## config.mk

```make
export PLATFORM = sky130hd
export DESIGN_NAME = key_to_midi_note_tracker
export DESIGN_NICKNAME = d
export VERILOG_FILES = /design/src/hdl/ktm_pkg.sv /design/src/hdl/ktm_regs.sv /design/src/hdl/ktm_front.sv /design/src/hdl/ktm_fifo.sv /design/src/hdl/ktm_back.sv /design/src/hdl/key_to_midi_note_tracker.sv
export SDC_FILE = /design/constraint.sdc
export NUM_CORES = 1
export LEC_CHECK = 0
export ABC_CLOCK_PERIOD_IN_PS = 6300
export BUFFER_PORTS_ARGS = -buffer_cell sky130_fd_sc_hd__buf_2
export CAP_MARGIN = 20
export CORE_UTILIZATION = 62
export CTS_CLUSTER_DIAMETER = 150
export DETAILED_ROUTE_END_ITERATION = 7
export PLACE_DENSITY = 0.8
export SETUP_SLACK_MARGIN = 0.4
export SLEW_MARGIN = 20
export SYNTH_ARGS = -nofsm -noshare
export SYNTH_HDL_FRONTEND = slang
export SYNTH_HIERARCHICAL = 1
export SYNTH_SLANG_ARGS = --single-unit
```

## constraint.sdc

```tcl
create_clock -name i_clk -period 6.3 [get_ports i_clk]
set_input_delay 0 -clock i_clk [delete_from_list [all_inputs] [get_ports i_clk]]
set_output_delay 0 -clock i_clk [all_outputs]
set_load 0.05 [all_outputs]
```

## src/hdl/ktm_pkg.sv

```systemverilog
// Shared types, codes and sizes of the key to MIDI note tracker.
`default_nettype none

package ktm_pkg;

    localparam int NUM_POSITIONS = 32;
    localparam int POS_W         = (NUM_POSITIONS > 1) ? $clog2(NUM_POSITIONS) : 1;
    localparam int QUEUE_DEPTH   = 2;
    localparam int QPTR_W        = (QUEUE_DEPTH > 1) ? $clog2(QUEUE_DEPTH) : 1;
    localparam int APB_ADDR_W    = 4;

    // input op codes
    localparam logic [1:0] OP_KEY   = 2'd0;
    localparam logic [1:0] OP_PANIC = 2'd1;
    localparam logic [1:0] OP_LOAD  = 2'd2;

    // map kinds
    localparam logic [1:0] KIND_NONE = 2'd0;
    localparam logic [1:0] KIND_NOTE = 2'd1;
    localparam logic [1:0] KIND_CTRL = 2'd2;

    // message types
    localparam logic [1:0] MSG_NOTE_ON  = 2'd0;
    localparam logic [1:0] MSG_NOTE_OFF = 2'd1;
    localparam logic [1:0] MSG_CC       = 2'd2;
    localparam logic [1:0] MSG_ALL_OFF  = 2'd3;

    // register indexes (byte address = 4 * index)
    localparam logic [1:0] REG_TRANSPOSE = 2'd0;
    localparam logic [1:0] REG_NOTE_CH   = 2'd1;
    localparam logic [1:0] REG_CTRL_CH   = 2'd2;
    localparam logic [1:0] REG_VELOCITY  = 2'd3;

    localparam logic [6:0] MIDI_MAX       = 7'd127;
    localparam logic [6:0] VELOCITY_RESET = 7'd100;

    typedef struct packed {
        logic [1:0] op;
        logic [4:0] position;
        logic       key_down;
        logic [1:0] map_kind;
        logic [6:0] map_data;
    } t_in_word;

    typedef struct packed {
        logic [1:0] msg_type;
        logic [3:0] channel;
        logic [6:0] data1;
        logic [6:0] data2;
        logic       last;
    } t_out_word;

    typedef struct packed {
        logic signed [7:0] transpose;
        logic [3:0]        note_ch;
        logic [3:0]        ctrl_ch;
        logic [6:0]        velocity;
    } t_cfg;

    typedef enum logic [1:0] {
        CMD_KEY,
        CMD_PANIC,
        CMD_LOAD
    } t_cmd_kind;

    typedef struct packed {
        t_cmd_kind  kind;
        logic [4:0] position;
        logic       key_down;
        logic [1:0] map_kind;
        logic [6:0] map_data;
    } t_cmd;

endpackage

`default_nettype wire

```

## src/hdl/ktm_regs.sv

```systemverilog
// APB configuration registers.
`default_nettype none

module ktm_regs
    import ktm_pkg::*;
(
    input  wire logic                  i_clk,
    input  wire logic                  i_rst_n,
    input  wire logic                  psel,
    input  wire logic                  penable,
    input  wire logic                  pwrite,
    input  wire logic [APB_ADDR_W-1:0] paddr,
    input  wire logic [31:0]           pwdata,
    output logic [31:0]                prdata,
    output logic                       pready,
    output t_cfg                       o_cfg
);

    t_cfg       r_cfg;
    logic       wr_en;
    logic [1:0] reg_idx;

    assign pready  = 1'b1;
    assign wr_en   = psel && penable && pwrite;
    assign reg_idx = paddr[APB_ADDR_W-1:2];
    assign o_cfg   = r_cfg;

    always_ff @(posedge i_clk) begin
        if (!i_rst_n) begin
            r_cfg.transpose <= '0;
            r_cfg.note_ch   <= '0;
            r_cfg.ctrl_ch   <= '0;
            r_cfg.velocity  <= VELOCITY_RESET;
        end else if (wr_en) begin
            case (reg_idx)
                REG_TRANSPOSE: r_cfg.transpose <= pwdata[7:0];
                REG_NOTE_CH:   r_cfg.note_ch   <= pwdata[3:0];
                REG_CTRL_CH:   r_cfg.ctrl_ch   <= pwdata[3:0];
                REG_VELOCITY:  r_cfg.velocity  <= pwdata[6:0];
                default: ;
            endcase
        end
    end

    always_comb begin
        case (reg_idx)
            REG_TRANSPOSE: prdata = {24'd0, r_cfg.transpose};
            REG_NOTE_CH:   prdata = {28'd0, r_cfg.note_ch};
            REG_CTRL_CH:   prdata = {28'd0, r_cfg.ctrl_ch};
            REG_VELOCITY:  prdata = {25'd0, r_cfg.velocity};
            default:       prdata = '0;
        endcase
    end

endmodule

`default_nettype wire

```

## src/hdl/ktm_front.sv

```systemverilog
// Front end: accepts input words, drops unused ops and bad positions, builds commands.
`default_nettype none

module ktm_front
    import ktm_pkg::*;
(
    input  wire logic     i_valid,
    input  wire t_in_word i_word,
    output logic          o_stall,
    input  wire logic     i_q_full,
    output logic          o_push,
    output t_cmd          o_cmd
);

    logic in_range;
    logic keep;

    assign in_range = int'(i_word.position) < NUM_POSITIONS;
    assign o_stall  = i_q_full;

    always_comb begin
        o_cmd.position = i_word.position;
        o_cmd.key_down = i_word.key_down;
        o_cmd.map_kind = i_word.map_kind;
        o_cmd.map_data = i_word.map_data;
        case (i_word.op)
            OP_KEY: begin
                o_cmd.kind = CMD_KEY;
                keep       = in_range;
            end
            OP_PANIC: begin
                o_cmd.kind = CMD_PANIC;
                keep       = 1'b1;
            end
            OP_LOAD: begin
                o_cmd.kind = CMD_LOAD;
                keep       = in_range;
            end
            default: begin
                o_cmd.kind = CMD_KEY;
                keep       = 1'b0;
            end
        endcase
    end

    // a dropped word is still accepted, it just never reaches the queue
    assign o_push = i_valid && !i_q_full && keep;

endmodule

`default_nettype wire

```

## src/hdl/ktm_fifo.sv

```systemverilog
// Short command queue between front end and sequencer.
`default_nettype none

module ktm_fifo
    import ktm_pkg::*;
(
    input  wire logic i_clk,
    input  wire logic i_rst_n,
    input  wire logic i_push,
    input  wire t_cmd i_cmd,
    input  wire logic i_pop,
    output t_cmd      o_cmd,
    output logic      o_full,
    output logic      o_empty
);

    t_cmd              r_mem [QUEUE_DEPTH];
    logic [QPTR_W-1:0] r_wr_ptr;
    logic [QPTR_W-1:0] r_rd_ptr;
    logic [QPTR_W:0]   r_count;

    assign o_full  = r_count == (QPTR_W+1)'(QUEUE_DEPTH);
    assign o_empty = r_count == '0;
    assign o_cmd   = r_mem[r_rd_ptr];

    always_ff @(posedge i_clk) begin
        if (!i_rst_n) begin
            r_wr_ptr <= '0;
            r_rd_ptr <= '0;
            r_count  <= '0;
        end else begin
            if (i_push) begin
                r_wr_ptr <= (r_wr_ptr == QPTR_W'(QUEUE_DEPTH - 1)) ? '0 : r_wr_ptr + 1'b1;
            end
            if (i_pop) begin
                r_rd_ptr <= (r_rd_ptr == QPTR_W'(QUEUE_DEPTH - 1)) ? '0 : r_rd_ptr + 1'b1;
            end
            case ({i_push, i_pop})
                2'b10:   r_count <= r_count + 1'b1;
                2'b01:   r_count <= r_count - 1'b1;
                default: ;
            endcase
        end
    end

    always_ff @(posedge i_clk) begin
        if (i_push) begin
            r_mem[r_wr_ptr] <= i_cmd;
        end
    end

    a_no_overflow : assert property (@(posedge i_clk) disable iff (!i_rst_n)
        i_push |-> (!o_full || i_pop))
        else $error("push into full queue");

    a_no_underflow : assert property (@(posedge i_clk) disable iff (!i_rst_n)
        i_pop |-> !o_empty)
        else $error("pop from empty queue");

    a_count_bound : assert property (@(posedge i_clk) disable iff (!i_rst_n)
        r_count <= (QPTR_W+1)'(QUEUE_DEPTH))
        else $error("queue count out of range");

endmodule

`default_nettype wire

```

## src/hdl/ktm_back.sv

```systemverilog
// Sequencer: key map, sounding-note table, panic sweep and output register.
`default_nettype none

module ktm_back
    import ktm_pkg::*;
(
    input  wire logic  i_clk,
    input  wire logic  i_rst_n,
    input  wire t_cfg  i_cfg,
    input  wire t_cmd  i_q_cmd,
    input  wire logic  i_q_empty,
    output logic       o_pop,
    output logic       o_valid,
    input  wire logic  i_stall,
    output t_out_word  o_word
);

    typedef enum logic [2:0] {
        S_IDLE,
        S_KEY,
        S_SWEEP,
        S_ALLN,
        S_ALLC
    } t_state;

    t_state             r_state, n_state;
    logic [POS_W-1:0]   r_sweep, n_sweep;
    t_cmd               r_cmd, n_cmd;
    t_out_word          r_out, n_out;
    logic               r_out_valid, n_out_valid;

    logic [NUM_POSITIONS-1:0] r_snd_valid;
    logic [6:0]               r_snd_note [NUM_POSITIONS];
    logic [1:0]               r_kind     [NUM_POSITIONS];
    logic [6:0]               r_data     [NUM_POSITIONS];

    logic             out_free;
    logic [POS_W-1:0] key_idx;
    logic [POS_W-1:0] load_idx;
    logic [POS_W-1:0] snd_idx;
    logic [8:0]       note_sum;
    logic             note_ok;
    logic             want;
    logic             emit;
    logic             snd_set;
    logic             snd_clr;
    logic             map_wr;
    t_out_word        msg;

    assign out_free = !r_out_valid || !i_stall;
    assign key_idx  = POS_W'(r_cmd.position);
    assign load_idx = POS_W'(i_q_cmd.position);
    assign o_valid  = r_out_valid;
    assign o_word   = r_out;

    // 9-bit two's complement sum covers -128..254; in range when top bits are clear
    assign note_sum = {2'b00, r_data[key_idx]} + {i_cfg.transpose[7], i_cfg.transpose};
    assign note_ok  = note_sum[8:7] == 2'b00;

    always_comb begin
        n_state     = r_state;
        n_sweep     = r_sweep;
        n_cmd       = r_cmd;
        n_out       = r_out;
        n_out_valid = r_out_valid && i_stall;
        o_pop       = 1'b0;
        want        = 1'b0;
        snd_set     = 1'b0;
        snd_clr     = 1'b0;
        map_wr      = 1'b0;
        snd_idx     = key_idx;
        msg         = '0;
        emit        = 1'b0;

        case (r_state)
            S_IDLE: begin
                if (!i_q_empty) begin
                    o_pop = 1'b1;
                    n_cmd = i_q_cmd;
                    case (i_q_cmd.kind)
                        CMD_LOAD:  map_wr = 1'b1;
                        CMD_PANIC: begin
                            n_sweep = '0;
                            n_state = S_SWEEP;
                        end
                        CMD_KEY:   n_state = S_KEY;
                        default: ;
                    endcase
                end
            end

            S_KEY: begin
                msg.last = 1'b1;
                case (r_kind[key_idx])
                    KIND_NOTE: begin
                        msg.channel = i_cfg.note_ch;
                        if (r_cmd.key_down) begin
                            want         = !r_snd_valid[key_idx] && note_ok;
                            msg.msg_type = MSG_NOTE_ON;
                            msg.data1    = note_sum[6:0];
                            msg.data2    = i_cfg.velocity;
                            snd_set      = want && out_free;
                        end else begin
                            want         = r_snd_valid[key_idx];
                            msg.msg_type = MSG_NOTE_OFF;
                            msg.data1    = r_snd_note[key_idx];
                            snd_clr      = want && out_free;
                        end
                    end
                    KIND_CTRL: begin
                        want         = 1'b1;
                        msg.msg_type = MSG_CC;
                        msg.channel  = i_cfg.ctrl_ch;
                        msg.data1    = r_data[key_idx];
                        msg.data2    = r_cmd.key_down ? MIDI_MAX : 7'd0;
                    end
                    default: ;
                endcase
                emit = want && out_free;
                if (!want || out_free) begin
                    n_state = S_IDLE;
                end
            end

            S_SWEEP: begin
                snd_idx      = r_sweep;
                want         = r_snd_valid[r_sweep];
                msg.msg_type = MSG_NOTE_OFF;
                msg.channel  = i_cfg.note_ch;
                msg.data1    = r_snd_note[r_sweep];
                emit         = want && out_free;
                if (!want || out_free) begin
                    snd_clr = want;
                    if (r_sweep == POS_W'(NUM_POSITIONS - 1)) begin
                        n_state = S_ALLN;
                    end else begin
                        n_sweep = r_sweep + 1'b1;
                    end
                end
            end

            S_ALLN: begin
                msg.msg_type = MSG_ALL_OFF;
                msg.channel  = i_cfg.note_ch;
                msg.last     = i_cfg.ctrl_ch == i_cfg.note_ch;
                emit         = out_free;
                if (out_free) begin
                    n_state = msg.last ? S_IDLE : S_ALLC;
                end
            end

            S_ALLC: begin
                msg.msg_type = MSG_ALL_OFF;
                msg.channel  = i_cfg.ctrl_ch;
                msg.last     = 1'b1;
                emit         = out_free;
                if (out_free) begin
                    n_state = S_IDLE;
                end
            end

            default: n_state = S_IDLE;
        endcase

        if (emit) begin
            n_out       = msg;
            n_out_valid = 1'b1;
        end
    end

    always_ff @(posedge i_clk) begin
        if (!i_rst_n) begin
            r_state     <= S_IDLE;
            r_out_valid <= 1'b0;
        end else begin
            r_state     <= n_state;
            r_out_valid <= n_out_valid;
        end
        r_sweep <= n_sweep;
        r_cmd   <= n_cmd;
        r_out   <= n_out;
    end

    // sounding flags and map kinds are cleared by reset
    always_ff @(posedge i_clk) begin
        if (!i_rst_n) begin
            r_snd_valid <= '0;
            r_kind      <= '{default: KIND_NONE};
        end else begin
            if (snd_set) begin
                r_snd_valid[snd_idx] <= 1'b1;
            end else if (snd_clr) begin
                r_snd_valid[snd_idx] <= 1'b0;
            end
            if (map_wr) begin
                r_kind[load_idx] <= i_q_cmd.map_kind;
            end
        end
    end

    always_ff @(posedge i_clk) begin
        if (snd_set) begin
            r_snd_note[snd_idx] <= note_sum[6:0];
        end
        if (!i_rst_n) begin
            r_data <= '{default: 7'd0};
        end else if (map_wr) begin
            r_data[load_idx] <= i_q_cmd.map_data;
        end
    end

    a_sweep_clears_all : assert property (@(posedge i_clk) disable iff (!i_rst_n)
        (r_state == S_ALLN) |-> (r_snd_valid == '0))
        else $error("sounding entry left after panic sweep");

    a_note_on_records : assert property (@(posedge i_clk) disable iff (!i_rst_n)
        (emit && msg.msg_type == MSG_NOTE_ON) |=> r_snd_valid[$past(key_idx)])
        else $error("note-on without sounding entry");

    a_pop_only_idle : assert property (@(posedge i_clk) disable iff (!i_rst_n)
        o_pop |-> (r_state == S_IDLE))
        else $error("command taken while busy");

    a_emit_when_free : assert property (@(posedge i_clk) disable iff (!i_rst_n)
        (r_out_valid && i_stall) |=> ($stable(r_out) || !$past(emit)))
        else $error("output overwritten while stalled");

endmodule

`default_nettype wire

```

## src/hdl/key_to_midi_note_tracker.sv

```systemverilog
// Top level of the key to MIDI note tracker.
`default_nettype none

// Turns key events into MIDI note-on, note-off and control-change words. Each
// input word is a key event, a panic or a map load (op field); the front end
// drops unused ops and out-of-range positions at once and queues the rest in a
// two-entry command queue, so i_valid words are taken while the sequencer is
// still busy and o_stall rises only when that queue is full. The sequencer
// works one command at a time: a map load is stored when taken; a key event is
// taken, then looked up in map and sounding table and emitted; a panic sweeps the
// sounding table one position per cycle while not stalled, then sends all-notes-off
// on the note channel and, if different, the controller channel. Every result word
// waits in one output register; while i_stall holds it, the sequencer waits with
// it. o_word.last marks the final word caused by an input word; words that cause
// nothing give no output at all. Registers sit on the APB port at byte offsets 0
// transpose, 4 note channel, 8 controller channel, 12 note velocity; a note-off
// always carries the note recorded at its note-on, even if transpose changed since.
module key_to_midi_note_tracker
    import ktm_pkg::*;
(
    input  wire logic                  i_clk,
    input  wire logic                  i_rst_n,
    // input words
    input  wire logic                  i_valid,
    input  wire t_in_word              i_word,
    output logic                       o_stall,
    // result words
    output logic                       o_valid,
    output t_out_word                  o_word,
    input  wire logic                  i_stall,
    // configuration
    input  wire logic                  psel,
    input  wire logic                  penable,
    input  wire logic                  pwrite,
    input  wire logic [APB_ADDR_W-1:0] paddr,
    input  wire logic [31:0]           pwdata,
    output logic [31:0]                prdata,
    output logic                       pready
);

    t_cfg cfg;
    t_cmd push_cmd;
    t_cmd q_cmd;
    logic push;
    logic pop;
    logic q_full;
    logic q_empty;

    ktm_regs u_regs (
        .i_clk   (i_clk),
        .i_rst_n (i_rst_n),
        .psel    (psel),
        .penable (penable),
        .pwrite  (pwrite),
        .paddr   (paddr),
        .pwdata  (pwdata),
        .prdata  (prdata),
        .pready  (pready),
        .o_cfg   (cfg)
    );

    // classify and filter
    ktm_front u_front (
        .i_valid  (i_valid),
        .i_word   (i_word),
        .o_stall  (o_stall),
        .i_q_full (q_full),
        .o_push   (push),
        .o_cmd    (push_cmd)
    );

    ktm_fifo u_fifo (
        .i_clk   (i_clk),
        .i_rst_n (i_rst_n),
        .i_push  (push),
        .i_cmd   (push_cmd),
        .i_pop   (pop),
        .o_cmd   (q_cmd),
        .o_full  (q_full),
        .o_empty (q_empty)
    );

    // map, sounding table, panic sweep, output register
    ktm_back u_back (
        .i_clk     (i_clk),
        .i_rst_n   (i_rst_n),
        .i_cfg     (cfg),
        .i_q_cmd   (q_cmd),
        .i_q_empty (q_empty),
        .o_pop     (pop),
        .o_valid   (o_valid),
        .i_stall   (i_stall),
        .o_word    (o_word)
    );

endmodule

`default_nettype wire
```

==> metrics.txt <==
run status=completed; Worst R2R Path Depth=15; Ports=116; Final Hold Viols=0; fill count=3328; global-route wire length before repair=121 mm; final worst-path setup slack=0.751 ns; met1 Usage GRT=39.3%; RSZ-0062 raised after global routing=false; Tightest Pin Transition=1.07 ns; syn avg cell area=12.6 um2; Seq/Total Area, Yosys=50.9%; Fin Clk Skew=0.0291 ns; Die Footprint=51400 um2; Vias/cell=6.48; layout net count=2610; most numerous cell in the Yosys netlist=dfxtp_1; CTS tree=built; port bufs=64; Synth top area share=27.8%; max-slew violations=0; Worst Path Required=6.64 ns; VDD IR-drop max=0.000311 V; EDFF count, synth=290; pre-CTS setup slack=0.959 ns; gr busiest metal=met2; largest net degree at the start of global routing=339; HPWL after detailed placement=50.1 mm; clk_lat worst skew=0.62 ns; H-tree depth=3; Reg clk slew, reported paths=0.06 ns; Setup Total Neg Slack=0 ns; Design Power=12.8 mW; M2 GR Usage=52.3%; arrival time at the worst endpoint=5.89 ns; Antenna Nets Post-Route=0; Synth cell types=72; CP endpoint=u_back/o_word[20]$_SDFFCE_PN0P_; Worst Path Max Fanout=29; vias=21100; Remaining DRCs=0; CORE AREA=50000 um2; post-CTS setup repair buffer count=0; Finished Core Util=70.0%; top cells by count, synth=dfxtp_1 (362), nand2_1 (333), edfxtp_1 (290), mux4_2 (240), mux2i_1 (228); 1st-pass router iterations=7; top cells by area, synth=edfxtp_1 (28%), dfxtp_1 (23%), mux4_2 (17%); period utilization=88.1%; P_leak=11.9 nW; Max Freq=180 MHz; CP Capture Type=flop; WL final=79.4 mm; final hold slack=0.105 ns; reg-to-reg startpoint=u_back/key_idx[1]$_DFFE_PP_; cts bufs inserted=68; Die X-Extent=227 um; worst reg2reg setup slack=0.75 ns; Critical Path Stages=15; grt ovf=0; Hold WC Path Type=primary input to flop; M3 GR Usage=6.74%; Setup CP Type=flop to flop; Rel. slew slack=28.9%; Synth area leader=edfxtp_1; GRT Overall Usage=31.4%; Syn Inst Count=2491; pwr/cell area=367 nW/um2; synthesized cell area=31300 um2; area grow syn2layout=11.6%; vias in the first global route=21100; initial core utilization=62.7%; initial antenna violation count=1; CP top delay family=multiplexers; Diodes inserted=0; crit-path cells=buf_12 > mux4_2 > mux4_2 > mux2i_1 > inv_1 > ha_1 > a211o_1 > a21oi_2 > o31ai_1 > a211o_1 > nand4_2 > nor2_1 > o41ai_1 > nor2_2 > buf_4; max-cap violations=0; CP Launch Point=u_back/key_idx[1]$_DFFE_PP_; row cnt=82; Sink Count=652; ys flop type=dfxtp_1; CTS root buf=clkbuf_16; share of layout cells above drive strength 1=20.9%; asr flop ratio synth=0%; max incr delay on CP=0.83 ns; die height=227 um; Placer Congestion=0.956; reg2reg end=u_back/o_word[20]$_SDFFCE_PN0P_; WP buf/inv=3; wire length per cell=24.3 um; FF+latch count, synth=652; Yosys Warn Count=6; CP max-delay cell=edfxtp_1; DR iter-0 viols=2258; # setup viols final=0; Final Critical Period=5.55 ns; clock buffer depth=3; critical path startpoint category=flop
==> routing by layer <==
metal	wire length [um]	vias up
li1	-	9260
met1	30200	10600
met2	38800	1063
met3	6850	226
met4	3600	2
met5	12	-
==> cell usage in the layout (no fill, tap or decap), drive strengths merged, types with 7 or more instances in the layout <==
cell	synthesis	final
dfxtp	362	362
nand2	334	334
edfxtp	290	290
mux4	240	240
mux2i	228	228
nor2b	182	182
buf	95	127
nand3	126	126
a21boi	121	121
nor2	102	102
clkbuf	123	93
dlygate4sd3	0	44
o211ai	36	36
o21ai	27	27
mux2	25	25
conb	2	25
inv	21	23
a21oi	21	21
clkinv	0	18
and2	15	15
a31oi	14	14
nor3	13	13
ha	12	12
bufinv	0	11
nand2b	8	8
a22o	8	8
and3	7	7
a211oi	7	7
==> power breakdown <==
group	leakage [nW]	internal [mW]	switching, mW	total, mW
registers	5.62	4.56	0.518	5.08
logic	5.12	1.58	1.92	3.50
clock network	1.16	2.59	1.67	4.26
total	11.9	8.73	4.11	12.8
==> sequential cells by signal (all words and copies together), names as in the netlist, 2 cells and up, named ones only <==
signal             flops
u_back/key_idx         5
u_back/o_word         21
u_back/r_state         3
u_back/r_sweep         5
u_back/r_data        224
u_fifo/r_count         2
u_back/r_kind         64
u_regs/o_cfg          23
u_back/r_snd_note    224
u_fifo/r_mem          34
==> metrics by stage <==
| step | cells | cell area [um2] |
|---|---|---|
| 3_5_place_dp | 3093 | 32100 |
| 4_1_cts | 3262 | 34900 |
| 5_1_grt | 3264 | 35000 |
| 6_report | 3264 | 35000 |
| 3_3_place_gp | 3093 | 32100 |
| 2_1_floorplan | 2514 | 31400 |
==> kinds of logic after synthesis <==
family                     after synthesis  synth area share (%)
muxes                                  493                  25.4
adders and majority gates               13                 0.543
xor gates and xnor gates                12                 0.336
other                                    2                0.0240
AOI/OAI and AO/OA                      261                  6.05
buffers and inverters                  239                  3.68
and+or+nand+nor                        819                  13.0
DFF                                    652                  50.9
==> how the worst min path moves through the flow <==
stage,start,end,depth (start not counted)
detailed placement,i_word[12],u_fifo/r_mem[0][12]$_DFFE_PP_,1
floorplan,i_rst_n,u_fifo/r_wr_ptr$_SDFFE_PN0P_,1
global placement,i_word[12],u_fifo/r_mem[1][12]$_DFFE_PP_,1
finish,i_word[9],u_fifo/r_mem[1][9]$_DFFE_PP_,2
global route,i_word[13],u_fifo/r_mem[1][13]$_DFFE_PP_,2
CTS,i_word[12],u_fifo/r_mem[1][12]$_DFFE_PP_,2
==> timing repair <==
action | in CTS | in global routing
hold endpoints to repair | 80 | 0
resized for setup | 0 | 0
endpoints found under the setup margin | 0 | 0
hold buffers | 44 | 0
==> final cells by class <==
class                      instances  area [um2]  share of cell area (%)
sequential                       652       16000                    45.7
multi-input combinational       1623       14400                    41.1
clock buffer                      93        1910                    5.46
timing repair buffer             171        1320                    3.78
tap                              672         841                    2.40
clock inverter                    32         469                    1.34
inverter                          21        78.8                   0.225
Note: power is estimated with default switching activity, not from simulation.
